===== config.mk =====
export PLATFORM = sky130hd
export DESIGN_NAME = level_crossing_sequencer
export DESIGN_NICKNAME = d
export VERILOG_FILES = /design/src/rtl/lcs_pkg.sv /design/src/rtl/level_crossing_sequencer.sv
export SDC_FILE = /design/constraint.sdc
export NUM_CORES = 2
export LEC_CHECK = 0
export ABC_CLOCK_PERIOD_IN_PS = 17300
export BUFFER_PORTS_ARGS = -buffer_cell sky130_fd_sc_hd__buf_2
export CORE_UTILIZATION = 60
export DETAILED_ROUTE_END_ITERATION = 8
export PLACE_DENSITY_LB_ADDON = 0.05
export SLEW_MARGIN = 30
export SYNTH_ARGS = -nofsm -noshare
export SYNTH_HDL_FRONTEND = slang
export SYNTH_SLANG_ARGS = --single-unit

===== constraint.sdc =====
create_clock -name clk -period 17.3 [get_ports clk]
set_input_delay 2.595 -clock clk [delete_from_list [all_inputs] [get_ports clk]]
set_output_delay 2.595 -clock clk [all_outputs]
set_load 0.03 [all_outputs]

===== src/rtl/lcs_pkg.sv =====
// ----------------------------------------------------------------------------
// Level crossing sequencer package
// Types, register indexes, track phases and timer helpers shared by the
// crossing sequencer.
// ----------------------------------------------------------------------------
package lcs_pkg;

  localparam int TRACKS      = 4;
  localparam int TIMER_WIDTH = 24;
  localparam int CFG_WIDTH   = 24;
  localparam int TICK_WIDTH  = 8;
  localparam int OCC_WIDTH   = 4;
  localparam int CMP_WIDTH   = (TIMER_WIDTH > CFG_WIDTH) ? TIMER_WIDTH : CFG_WIDTH;
  localparam int CFG_IDX_WIDTH = 3;

  typedef logic [TIMER_WIDTH-1:0] timer_t;
  typedef logic [CFG_WIDTH-1:0]   cfg_word_t;
  typedef logic [TICK_WIDTH-1:0]  tick_t;

  typedef enum logic [1:0] {
    PH_IDLE    = 2'd0,
    PH_CLOSING = 2'd1,
    PH_SECURED = 2'd2,
    PH_OPENING = 2'd3
  } phase_t;

  typedef enum logic [CFG_IDX_WIDTH-1:0] {
    REG_TRACK_COUNT     = 3'd0,
    REG_BARRIERS_FITTED = 3'd1,
    REG_TRAIN_DELAY     = 3'd2,
    REG_STUCK_TIMEOUT   = 3'd3,
    REG_BARRIER_DELAY   = 3'd4,
    REG_BARRIER_TRAVEL  = 3'd5,
    REG_BELL            = 3'd6
  } cfg_reg_t;

  localparam logic [2:0] RST_TRACK_COUNT     = 3'd1;
  localparam logic       RST_BARRIERS_FITTED = 1'b0;
  localparam cfg_word_t  RST_TRAIN_DELAY     = CFG_WIDTH'(1000);
  localparam cfg_word_t  RST_STUCK_TIMEOUT   = CFG_WIDTH'(60000);
  localparam cfg_word_t  RST_BARRIER_DELAY   = CFG_WIDTH'(500);
  localparam cfg_word_t  RST_BARRIER_TRAVEL  = CFG_WIDTH'(800);
  localparam cfg_word_t  RST_BELL            = CFG_WIDTH'(2000);

  typedef struct packed {
    logic [OCC_WIDTH-1:0] outer_a_occupied;
    logic [OCC_WIDTH-1:0] inner_occupied;
    logic [OCC_WIDTH-1:0] outer_b_occupied;
    tick_t                elapsed_ticks;
  } in_item_t;

  typedef struct packed {
    logic [7:0]           track_phases;
    logic                 crossing_shut;
    logic                 bell_on;
    cfg_word_t            barrier_position;
    logic [OCC_WIDTH-1:0] secured_mask;
  } out_item_t;

  typedef struct packed {
    phase_t phase;
    timer_t phase_timer;
    timer_t clear_timer;
    logic   clear_running;
    logic   inner_seen;
    logic   last_a;
    logic   last_b;
  } track_state_t;

  localparam track_state_t TRACK_RESET = '{
    phase:         PH_IDLE,
    phase_timer:   '0,
    clear_timer:   '0,
    clear_running: 1'b0,
    inner_seen:    1'b0,
    last_a:        1'b0,
    last_b:        1'b0
  };

  function automatic timer_t sat_add(timer_t a, tick_t e);
    logic [TIMER_WIDTH:0] sum;
    sum = {1'b0, a} + (TIMER_WIDTH+1)'(e);
    return sum[TIMER_WIDTH] ? '1 : sum[TIMER_WIDTH-1:0];
  endfunction

  function automatic logic at_least(timer_t t, cfg_word_t c);
    return CMP_WIDTH'(t) >= CMP_WIDTH'(c);
  endfunction

endpackage


===== src/rtl/level_crossing_sequencer.sv =====
// ----------------------------------------------------------------------------
// Level crossing sequencer
// Path: input transaction to result via the input register, then the result
// register. Throughput: one transaction per cycle unless out_ready stalls the
// output; set by the combinational per-track update of phases, timers, boom position.
// Reset: synchronous, active low; all tracks idle, timers and boom at zero,
// registers at their defaults. No clearing pass.
// ----------------------------------------------------------------------------
module level_crossing_sequencer
  import lcs_pkg::*;
(
  input  logic                     clk,
  input  logic                     rst_n,

  input  logic                     in_valid,
  output logic                     in_ready,
  input  in_item_t                 in_data,

  output logic                     out_valid,
  input  logic                     out_ready,
  output out_item_t                out_data,

  input  logic                     cfg_valid,
  output logic                     cfg_ready,
  input  logic [CFG_IDX_WIDTH-1:0] cfg_index,
  input  cfg_word_t                cfg_data
);

  logic [2:0]   cfg_track_count_r;
  logic         cfg_barriers_fitted_r;
  cfg_word_t    cfg_train_delay_r;
  cfg_word_t    cfg_stuck_timeout_r;
  cfg_word_t    cfg_barrier_delay_r;
  cfg_word_t    cfg_barrier_travel_r;
  cfg_word_t    cfg_bell_r;

  logic         s1_valid_r;
  in_item_t     s1_data_r;
  logic         out_valid_r;
  out_item_t    out_data_r;

  track_state_t trk_r   [TRACKS];
  track_state_t trk_nxt [TRACKS];
  timer_t       active_timer_r;
  timer_t       active_timer_nxt;
  cfg_word_t    boom_r;
  cfg_word_t    boom_nxt;
  out_item_t    out_nxt;

  logic         advance;
  logic         fire;

  assign advance   = !out_valid_r || out_ready;
  assign fire      = s1_valid_r && advance;
  assign in_ready  = !s1_valid_r || advance;
  assign out_valid = out_valid_r;
  assign out_data  = out_data_r;
  assign cfg_ready = 1'b1;

  always_ff @(posedge clk) begin
    if (!rst_n) begin
      cfg_track_count_r     <= RST_TRACK_COUNT;
      cfg_barriers_fitted_r <= RST_BARRIERS_FITTED;
      cfg_train_delay_r     <= RST_TRAIN_DELAY;
      cfg_stuck_timeout_r   <= RST_STUCK_TIMEOUT;
      cfg_barrier_delay_r   <= RST_BARRIER_DELAY;
      cfg_barrier_travel_r  <= RST_BARRIER_TRAVEL;
      cfg_bell_r            <= RST_BELL;
    end else if (cfg_valid) begin
      unique case (cfg_reg_t'(cfg_index))
        REG_TRACK_COUNT:     cfg_track_count_r     <= cfg_data[2:0];
        REG_BARRIERS_FITTED: cfg_barriers_fitted_r <= cfg_data[0];
        REG_TRAIN_DELAY:     cfg_train_delay_r     <= cfg_data;
        REG_STUCK_TIMEOUT:   cfg_stuck_timeout_r   <= cfg_data;
        REG_BARRIER_DELAY:   cfg_barrier_delay_r   <= cfg_data;
        REG_BARRIER_TRAVEL:  cfg_barrier_travel_r  <= cfg_data;
        REG_BELL:            cfg_bell_r            <= cfg_data;
        default: ;
      endcase
    end
  end

  always_comb begin
    logic [TRACKS-1:0]   a_vec;
    logic [TRACKS-1:0]   i_vec;
    logic [TRACKS-1:0]   b_vec;
    logic [2*TRACKS-1:0] phase_vec;
    logic [TRACKS-1:0]   sec_vec;
    track_state_t        cur;
    track_state_t        nx;
    tick_t               e;
    logic                trk_active;
    logic                all_clear;
    logic                edge_seen;
    logic                was_shut;
    logic                shut;
    logic                closing;
    cfg_word_t           target;

    e         = s1_data_r.elapsed_ticks;
    a_vec     = TRACKS'(s1_data_r.outer_a_occupied);
    i_vec     = TRACKS'(s1_data_r.inner_occupied);
    b_vec     = TRACKS'(s1_data_r.outer_b_occupied);
    was_shut  = 1'b0;
    shut      = 1'b0;
    closing   = 1'b0;
    phase_vec = '0;
    sec_vec   = '0;

    for (int t = 0; t < TRACKS; t++) begin
      trk_active = (t == 0) || (int'(cfg_track_count_r) > t);
      cur = trk_active ? trk_r[t] : TRACK_RESET;
      nx  = cur;
      if (cur.phase != PH_IDLE) begin
        was_shut = 1'b1;
      end

      all_clear = !a_vec[t] && !i_vec[t] && !b_vec[t];
      if (all_clear) begin
        if (cur.clear_running) begin
          nx.clear_timer = sat_add(cur.clear_timer, e);
        end else begin
          nx.clear_running = 1'b1;
          nx.clear_timer   = '0;
        end
      end else begin
        nx.clear_running = 1'b0;
        nx.clear_timer   = '0;
      end
      nx.inner_seen = cur.inner_seen || i_vec[t];
      edge_seen = (a_vec[t] && !cur.last_a) || (b_vec[t] && !cur.last_b);
      nx.last_a = a_vec[t];
      nx.last_b = b_vec[t];
      nx.phase_timer = sat_add(cur.phase_timer, e);

      unique case (cur.phase)
        PH_IDLE: begin
          if (edge_seen || i_vec[t]) begin
            nx.phase       = PH_CLOSING;
            nx.phase_timer = '0;
          end
        end
        PH_CLOSING: begin
          if (at_least(nx.phase_timer, cfg_train_delay_r)) begin
            nx.phase       = PH_SECURED;
            nx.phase_timer = '0;
          end
        end
        PH_SECURED: begin
          if ((nx.inner_seen && !i_vec[t]) ||
              (!nx.inner_seen && nx.clear_running &&
               at_least(nx.clear_timer, cfg_stuck_timeout_r))) begin
            nx.phase       = PH_OPENING;
            nx.phase_timer = '0;
          end
        end
        PH_OPENING: begin
          if (at_least(nx.phase_timer, cfg_train_delay_r)) begin
            nx.inner_seen  = 1'b0;
            nx.phase       = PH_IDLE;
            nx.phase_timer = '0;
          end
        end
        default: ;
      endcase

      if (!trk_active) begin
        nx = TRACK_RESET;
      end
      trk_nxt[t] = nx;

      if (nx.phase != PH_IDLE) begin
        shut = 1'b1;
      end
      if (nx.phase == PH_CLOSING || nx.phase == PH_SECURED) begin
        closing = 1'b1;
      end
      phase_vec[2*t +: 2] = nx.phase;
      sec_vec[t]          = (nx.phase == PH_SECURED);
    end

    active_timer_nxt = sat_add(active_timer_r, e);
    if (!was_shut && shut) begin
      active_timer_nxt = '0;
    end

    target = (closing && at_least(active_timer_nxt, cfg_barrier_delay_r)) ?
             cfg_barrier_travel_r : '0;
    boom_nxt = boom_r;
    if (!cfg_barriers_fitted_r) begin
      boom_nxt = '0;
    end else if (boom_r < target) begin
      boom_nxt = ((target - boom_r) > CFG_WIDTH'(e)) ? boom_r + CFG_WIDTH'(e) : target;
    end else if (boom_r > target) begin
      boom_nxt = ((boom_r - target) > CFG_WIDTH'(e)) ? boom_r - CFG_WIDTH'(e) : target;
    end

    out_nxt.track_phases     = 8'(phase_vec);
    out_nxt.crossing_shut    = shut;
    out_nxt.bell_on          = shut && !at_least(active_timer_nxt, cfg_bell_r);
    out_nxt.barrier_position = boom_nxt;
    out_nxt.secured_mask     = OCC_WIDTH'(sec_vec);
  end

  always_ff @(posedge clk) begin
    if (!rst_n) begin
      s1_valid_r <= 1'b0;
    end else if (in_ready) begin
      s1_valid_r <= in_valid;
    end
  end

  always_ff @(posedge clk) begin
    if (in_ready && in_valid) begin
      s1_data_r <= in_data;
    end
  end

  always_ff @(posedge clk) begin
    if (!rst_n) begin
      out_valid_r <= 1'b0;
    end else if (advance) begin
      out_valid_r <= s1_valid_r;
    end
  end

  always_ff @(posedge clk) begin
    if (fire) begin
      out_data_r <= out_nxt;
    end
  end

  always_ff @(posedge clk) begin
    if (!rst_n) begin
      for (int t = 0; t < TRACKS; t++) begin
        trk_r[t] <= TRACK_RESET;
      end
      active_timer_r <= '0;
      boom_r         <= '0;
    end else if (fire) begin
      for (int t = 0; t < TRACKS; t++) begin
        trk_r[t] <= trk_nxt[t];
      end
      active_timer_r <= active_timer_nxt;
      boom_r         <= boom_nxt;
    end
  end

  a_ready_when_drained: assert property (@(posedge clk) disable iff (!rst_n)
    out_ready |-> in_ready)
    else $error("input stalled while result side accepts");

  a_shut_matches_phases: assert property (@(posedge clk) disable iff (!rst_n)
    out_valid_r |-> (out_data_r.crossing_shut == (out_data_r.track_phases != 8'd0)))
    else $error("crossing_shut disagrees with track phases");

  a_bell_only_shut: assert property (@(posedge clk) disable iff (!rst_n)
    out_valid_r && out_data_r.bell_on |-> out_data_r.crossing_shut)
    else $error("bell on while crossing open");

  a_no_boom_when_unfitted: assert property (@(posedge clk) disable iff (!rst_n)
    fire && !cfg_barriers_fitted_r |=> out_data_r.barrier_position == '0)
    else $error("boom moved without barriers fitted");

endmodule

Yosys cells after proc, flatten, opt, wreduce, memory -nomap -nowiden:

Memories as Yosys holds them, arrays and structs flattened.
Cells that the tools add are included.

* muxes and demuxes: 78
* equality and inequality tests: 26
* add/subtract/negate cells: 13
* $lt $le $gt $ge: 17
* reduce and logical (&&, ||, !) cells: 103
* bitwise logic cells: 4

Operators by type and width (number)
* 54-bit 2-to-1 mux: 10
* 24-bit 2-to-1 mux: 20
* 26-bit 2-to-1 mux: 16
* 26-bit one-hot mux with 4 select lines: 4
* 24-bit greater-or-equal comparator: 10
* 24-bit by 8-bit adder with 25-bit output: 9
* 25-bit 2-to-1 mux: 4
* 24-bit by 8-bit greater-than comparator with 1-bit output: 2
* 24-bit subtractor: 2
* 1-bit logical AND: 33
* 1-bit logical NOT: 28
* 24-bit by 8-bit adder with 24-bit output: 1
* 2-bit == test (second input constant): 12
* 24-bit greater-than comparator: 1
* 24-bit less-than comparator: 1
* 1-bit 2-to-1 mux: 24
* 24-bit by 8-bit subtractor with 24-bit output: 1
* 1-bit logical OR: 22
* 2-bit by 1-bit == test with 1-bit output (second input constant): 8
* 2-bit nonzero test: 8
* 2-bit AND reduction: 7
* 3-bit == test (second input constant): 3
* 2-bit logical NOT: 4
* 3-bit by 2-bit == test with 1-bit output (second input constant): 2
* 5 further kinds: 9

* output and inout bits: 41
* memories kept: 1
* flip-flop bits (word level): 232
* RAM bits: 216

Memory list
* trk_r: words 4, bits a word 54, read ports 4, clocked after memory_dff 0, wr ports 4, RTL line level_crossing_sequencer.sv:42 `track_state_t trk_r [TRACKS];`

Depth between registers and ports, before layout:

* depth after elaboration: 27
* depth in mapped cells: 70

Least setup slack after synthesis:

No wires, ideal clock.

* path type: register to register
* start point: register cfg_track_count_r[1]
* end point: register boom_r[22]
* arrival time: 12.727 ns
* buffers on the path: 10
* cell stages (with the launch flop): 67
* path slack: 4.144 ns
* setup time: 0.429 ns
* clock period less this slack: 13.156 ns
* path through: dfxtp_1 -> or2_2 -> clkbuf_1 -> clkbuf_1 -> buf_1 -> clkbuf_1 -> and2_1 -> ha_1 -> fa_1 -> a21o_1 -> a21oi_1 -> o21bai_1 -> a21oi_1 -> o21bai_1 -> a21oi_1 -> nor3_1 -> and2_0 -> nand3_1 -> (+31 left out) -> o21a_1 -> nand2_1 -> a21o_1 -> a21oi_1 -> xnor2_1 -> ha_1 -> a21oi_1 -> nor2b_1 -> o31a_1 -> a2111oi_0 -> o211ai_1 -> a2111oi_2 -> and4_1 -> buf_4 -> buf_6 -> nand3_1 -> a21oi_1 -> o32ai_2

RTL lines
* from (decl): RTL line level_crossing_sequencer.sv:29 `logic [2:0] cfg_track_count_r;`
* from (signal assigned): RTL line level_crossing_sequencer.sv:71 `REG_TRACK_COUNT: cfg_track_count_r <= cfg_data[2:0];`
* to (signal assigned): RTL line level_crossing_sequencer.sv:245 `boom_r <= boom_nxt;`
* to (decl): RTL line level_crossing_sequencer.sv:46 `cfg_word_t boom_r;`

==> results.md <==
- Max H-tree Level: 2
- IR Drop Worst-Case VDD: 0.00008057 V
- Transition time at the pin with the least slew margin: 1058 ps
- R2r worst-path depth: 61
- Max Fanout on Critical Path: 33
- Number of global-route vias before repair: 29351
- Drt pass-1 iters: 8
- Worst Skew: 56.90 ps
- Cells taking the most area after synthesis: sky130_fd_sc_hd__edfxtp_1 (23%), sky130_fd_sc_hd__ha_1 (14%), sky130_fd_sc_hd__dfxtp_1 (9.8%), sky130_fd_sc_hd__nand2_1 (5.7%), sky130_fd_sc_hd__a21oi_1 (4.7%)
- Die height: 244.9 µm
- Max Root-Sink Buffers: 3
- CTS clk-pin slew, worst paths: 70 ps
- CP peak stage delay: 880 ps
- Data arrival, critical path: 16340 ps
- Sequential fraction of the synthesis area: 0.3309
- Endpoints failing hold: 0
- Final GP Congestion: 0.9551
- Worst min-delay path category: reg -> reg
- Synth Register Bits: 448
- Maximum frequency from static timing analysis: 62.54 MHz
- Post-synthesis to final-layout area growth: 7.933%
- Standard cell core area: 58030 µm²
- Fillers: 4984
- Multi-input logic area: 22010 µm²
- Number of maximum-capacitance violations: 0
- Final slew viol count: 0
- First-pass GRT wire length: 171500 µm
- Data required time at the worst endpoint: 17650 ps
- Most frequent CP cell: sky130_fd_sc_hd__a21o_1
- Worst-case headroom to the max-slew limit: 0.2948
- Power per standard cell area: 72.84 nW/µm²
- Num Clock Sinks: 448
- Element type at the critical path end: register
- PortBufs: 91
- DRT Wirelength: 113000 µm
- Minimum period implied by the final worst setup slack: 15990 ps
- Post-Synthesis Cells: 4166
- Static Leak: 16.23 nW
- Most common cell in the netlist: sky130_fd_sc_hd__nand2_1
- Worst hold path cell count: 2
- Unique cell type count in the Yosys netlist: 104
- Antenna violations before repair: 1
- CP max stage cell: sky130_fd_sc_hd__and4_1
- Sum of negative setup slack: 0 ps
- Startpoint type of the worst setup path: register
- Fraction of layout instances using a drive strength above 1: 0.06622
- Number of nets in the layout: 4633
- Starting density of the core: 0.6099
- Wire length per cell after detailed routing: 22.70 µm
- Sequential cell area in the final layout: 11710 µm²
- Most used flip-flop cell after synthesis: sky130_fd_sc_hd__edfxtp_1
- Core Util, Final: 0.6583
- Number of synthesized flops with an enable pin: 274
- Number of placement rows: 88
- Die footprint: 59960 µm²
- Hold Worst Slack: 464.6 ps
- Number of warnings printed during yosys synthesis: 0
- Syn nets: 4629
- Synthesized area per cell: 8.495 µm²
- Post-synth design cell area: 35390 µm²
- Starting DRT DRC Count: 3435
- Overall via count from detail_route: 31778
- Largest net degree at the start of global routing: 95
- Clock latency on the worst-skew pair: 640 ps
- Gates resized, CTS repair: 0
- Post-CTS repair timing setup buffer count: 0
- Startpoint-to-endpoint class of the critical path: reg -> reg
- Floorplan die width: 244.9 µm
- Number of buffers inserted for hold repair after clock tree synthesis: 0
- Post-detail-place hpwl: 80580 µm
- Number of setup violations in the final report: 0
- Overall Global Routing Usage: 0.3709
- CTS tree: done
- Via density: 6.382
- Synth area leader: sky130_fd_sc_hd__edfxtp_1
- Fraction of post-synthesis cell area in the top cell type by area: 0.2325
- Count of boundary I/O pins: 93
- Most common library cells after synthesis: sky130_fd_sc_hd__nand2_1 (535), sky130_fd_sc_hd__ha_1 (398), sky130_fd_sc_hd__a21oi_1 (335)
- Number of design rule violations left after detail routing: 0
- Count of antenna-violating nets left after detailed routing: 0
- Buffer type at the clock tree root: sky130_fd_sc_hd__clkbuf_16
- Total congestion overflow after global routing: 0
- Unrepaired setup endpoints after global routing: false
- Share of flip-flops with an asynchronous set or reset after synthesis: 0
- Clock buffer count from CTS: 51
- Status: completed
- Period Utilization, post-route: 0.9242
layout make-up:
| type | instances | share of cell area |
|---|---|---|
| diodes | 1 | 0.00006551 |
| clock buffers | 65 | 0.03616 |
| clock inverters | 31 | 0.009728 |
| inverters | 258 | 0.02555 |
| multi-input cells | 3277 | 0.5763 |
| flip-flops and latches | 448 | 0.3066 |
| well taps | 765 | 0.02506 |
| repair buffers | 134 | 0.02054 |
sequential cells by signal, indices dropped and copies added (netlist names), 24 cells and up:
signal                count
cfg_train_delay_r        24
out_data                 38
trk_r                   216
active_timer_r           24
boom_r                   24
cfg_barrier_delay_r      24
cfg_stuck_timeout_r      24
cfg_bell_r               24
cfg_barrier_travel_r     24
worst max-delay path, delay by kind of cell (launching register included):
| family | cells | cell delay [ps] |
|---|---|---|
| xor+xnor | 1 | 140 |
| fa+ha+maj | 7 | 2030 |
| compound gates | 30 | 6380 |
| flops | 1 | 490 |
| simple gates | 20 | 5670 |
| buf+inv | 3 | 1010 |
kinds of logic (layout without fill, tap and decap cells):
logic type	count (synthesis)	after routing	synth area share
buffers and inverters	441	488	0.04896
DFF	448	448	0.3309
adders and majority gates	411	411	0.1481
xor gates and xnor gates	198	198	0.04900
muxes	47	47	0.01354
and+or+nand+nor	1526	1526	0.2071
other	1	2	0.0001060
AOI/OAI and AO/OA	1094	1094	0.2023
power breakdown:
group	internal [mW]	total [mW]	switching, mW
Sequential	1.18	1.21	0.0300
Combinational	0.135	0.413	0.278
Clock	0.673	1.16	0.490
Total	1.98	2.78	0.798
metrics by stage:
stage / setup WS, ps / area (µm²) / cells / power, mW
detailed placement: 1612 / 36420 / 4882 / 1.628
global route: 326.8 / 38200 / 4979 / 2.858
global placement: 1923 / 36400 / 4881 / 1.623
CTS: 1564 / 38170 / 4978 / 2.774
finish: 1311 / 38200 / 4979 / 2.782
floorplan: 4144 / 35390 / 4166 / 1.510
layout by cell type, fill, tap and decap left out, types with 40 or more instances in the layout:
| cell | netlist | routed |
|---|---|---|
| sky130_fd_sc_hd__ha_1 | 398 | 398 |
| sky130_fd_sc_hd__nand4_1 | 61 | 61 |
| sky130_fd_sc_hd__a21o_1 | 128 | 128 |
| sky130_fd_sc_hd__xnor2_1 | 142 | 142 |
| sky130_fd_sc_hd__nand2b_1 | 44 | 44 |
| sky130_fd_sc_hd__edfxtp_1 | 274 | 274 |
| sky130_fd_sc_hd__o211ai_1 | 51 | 51 |
| sky130_fd_sc_hd__dfxtp_1 | 174 | 173 |
| sky130_fd_sc_hd__nand2_1 | 535 | 534 |
| sky130_fd_sc_hd__a21oi_1 | 335 | 333 |
| sky130_fd_sc_hd__and2_1 | 70 | 69 |
| sky130_fd_sc_hd__nor3_1 | 104 | 102 |
| sky130_fd_sc_hd__xor2_1 | 56 | 56 |
| sky130_fd_sc_hd__nor2_1 | 312 | 309 |
| sky130_fd_sc_hd__a211oi_1 | 43 | 43 |
| sky130_fd_sc_hd__nand3_1 | 116 | 114 |
| sky130_fd_sc_hd__and3_1 | 64 | 64 |
| sky130_fd_sc_hd__nor2b_1 | 86 | 86 |
| sky130_fd_sc_hd__mux2i_1 | 40 | 40 |
| sky130_fd_sc_hd__buf_2 | 13 | 90 |
| sky130_fd_sc_hd__o21ai_0 | 187 | 185 |
| sky130_fd_sc_hd__buf_4 | 4 | 43 |
| sky130_fd_sc_hd__inv_1 | 255 | 253 |
| sky130_fd_sc_hd__clkbuf_16 | 0 | 53 |
| sky130_fd_sc_hd__a21boi_0 | 106 | 106 |
per-layer routing:
| layer | global-route usage | wire, µm | up-vias |
|---|---|---|---|
| met5 | 0 | 0 | - |
| met4 | 0.1430 | 4510 | 0 |
| met2 | 0.5532 | 48220 | 1512 |
| li1 | - | - | 14969 |
| met1 | 0.5187 | 48450 | 15025 |
| met3 | 0.08616 | 11860 | 272 |
path summary, 6_finish.rpt:
check / startpoint / endpoint / slack, ps
worst min register to register: cfg_barrier_delay_r[16] / cfg_barrier_delay_r[16] / 460
worst min-delay path: cfg_barrier_delay_r[16] / cfg_barrier_delay_r[16] / 460
worst max-delay path: cfg_track_count_r[2] / out_data[13] / 1310
worst max register to register: cfg_track_count_r[2] / out_data[13] / 1310
Note: power is estimated with default switching activity, not from simulation.
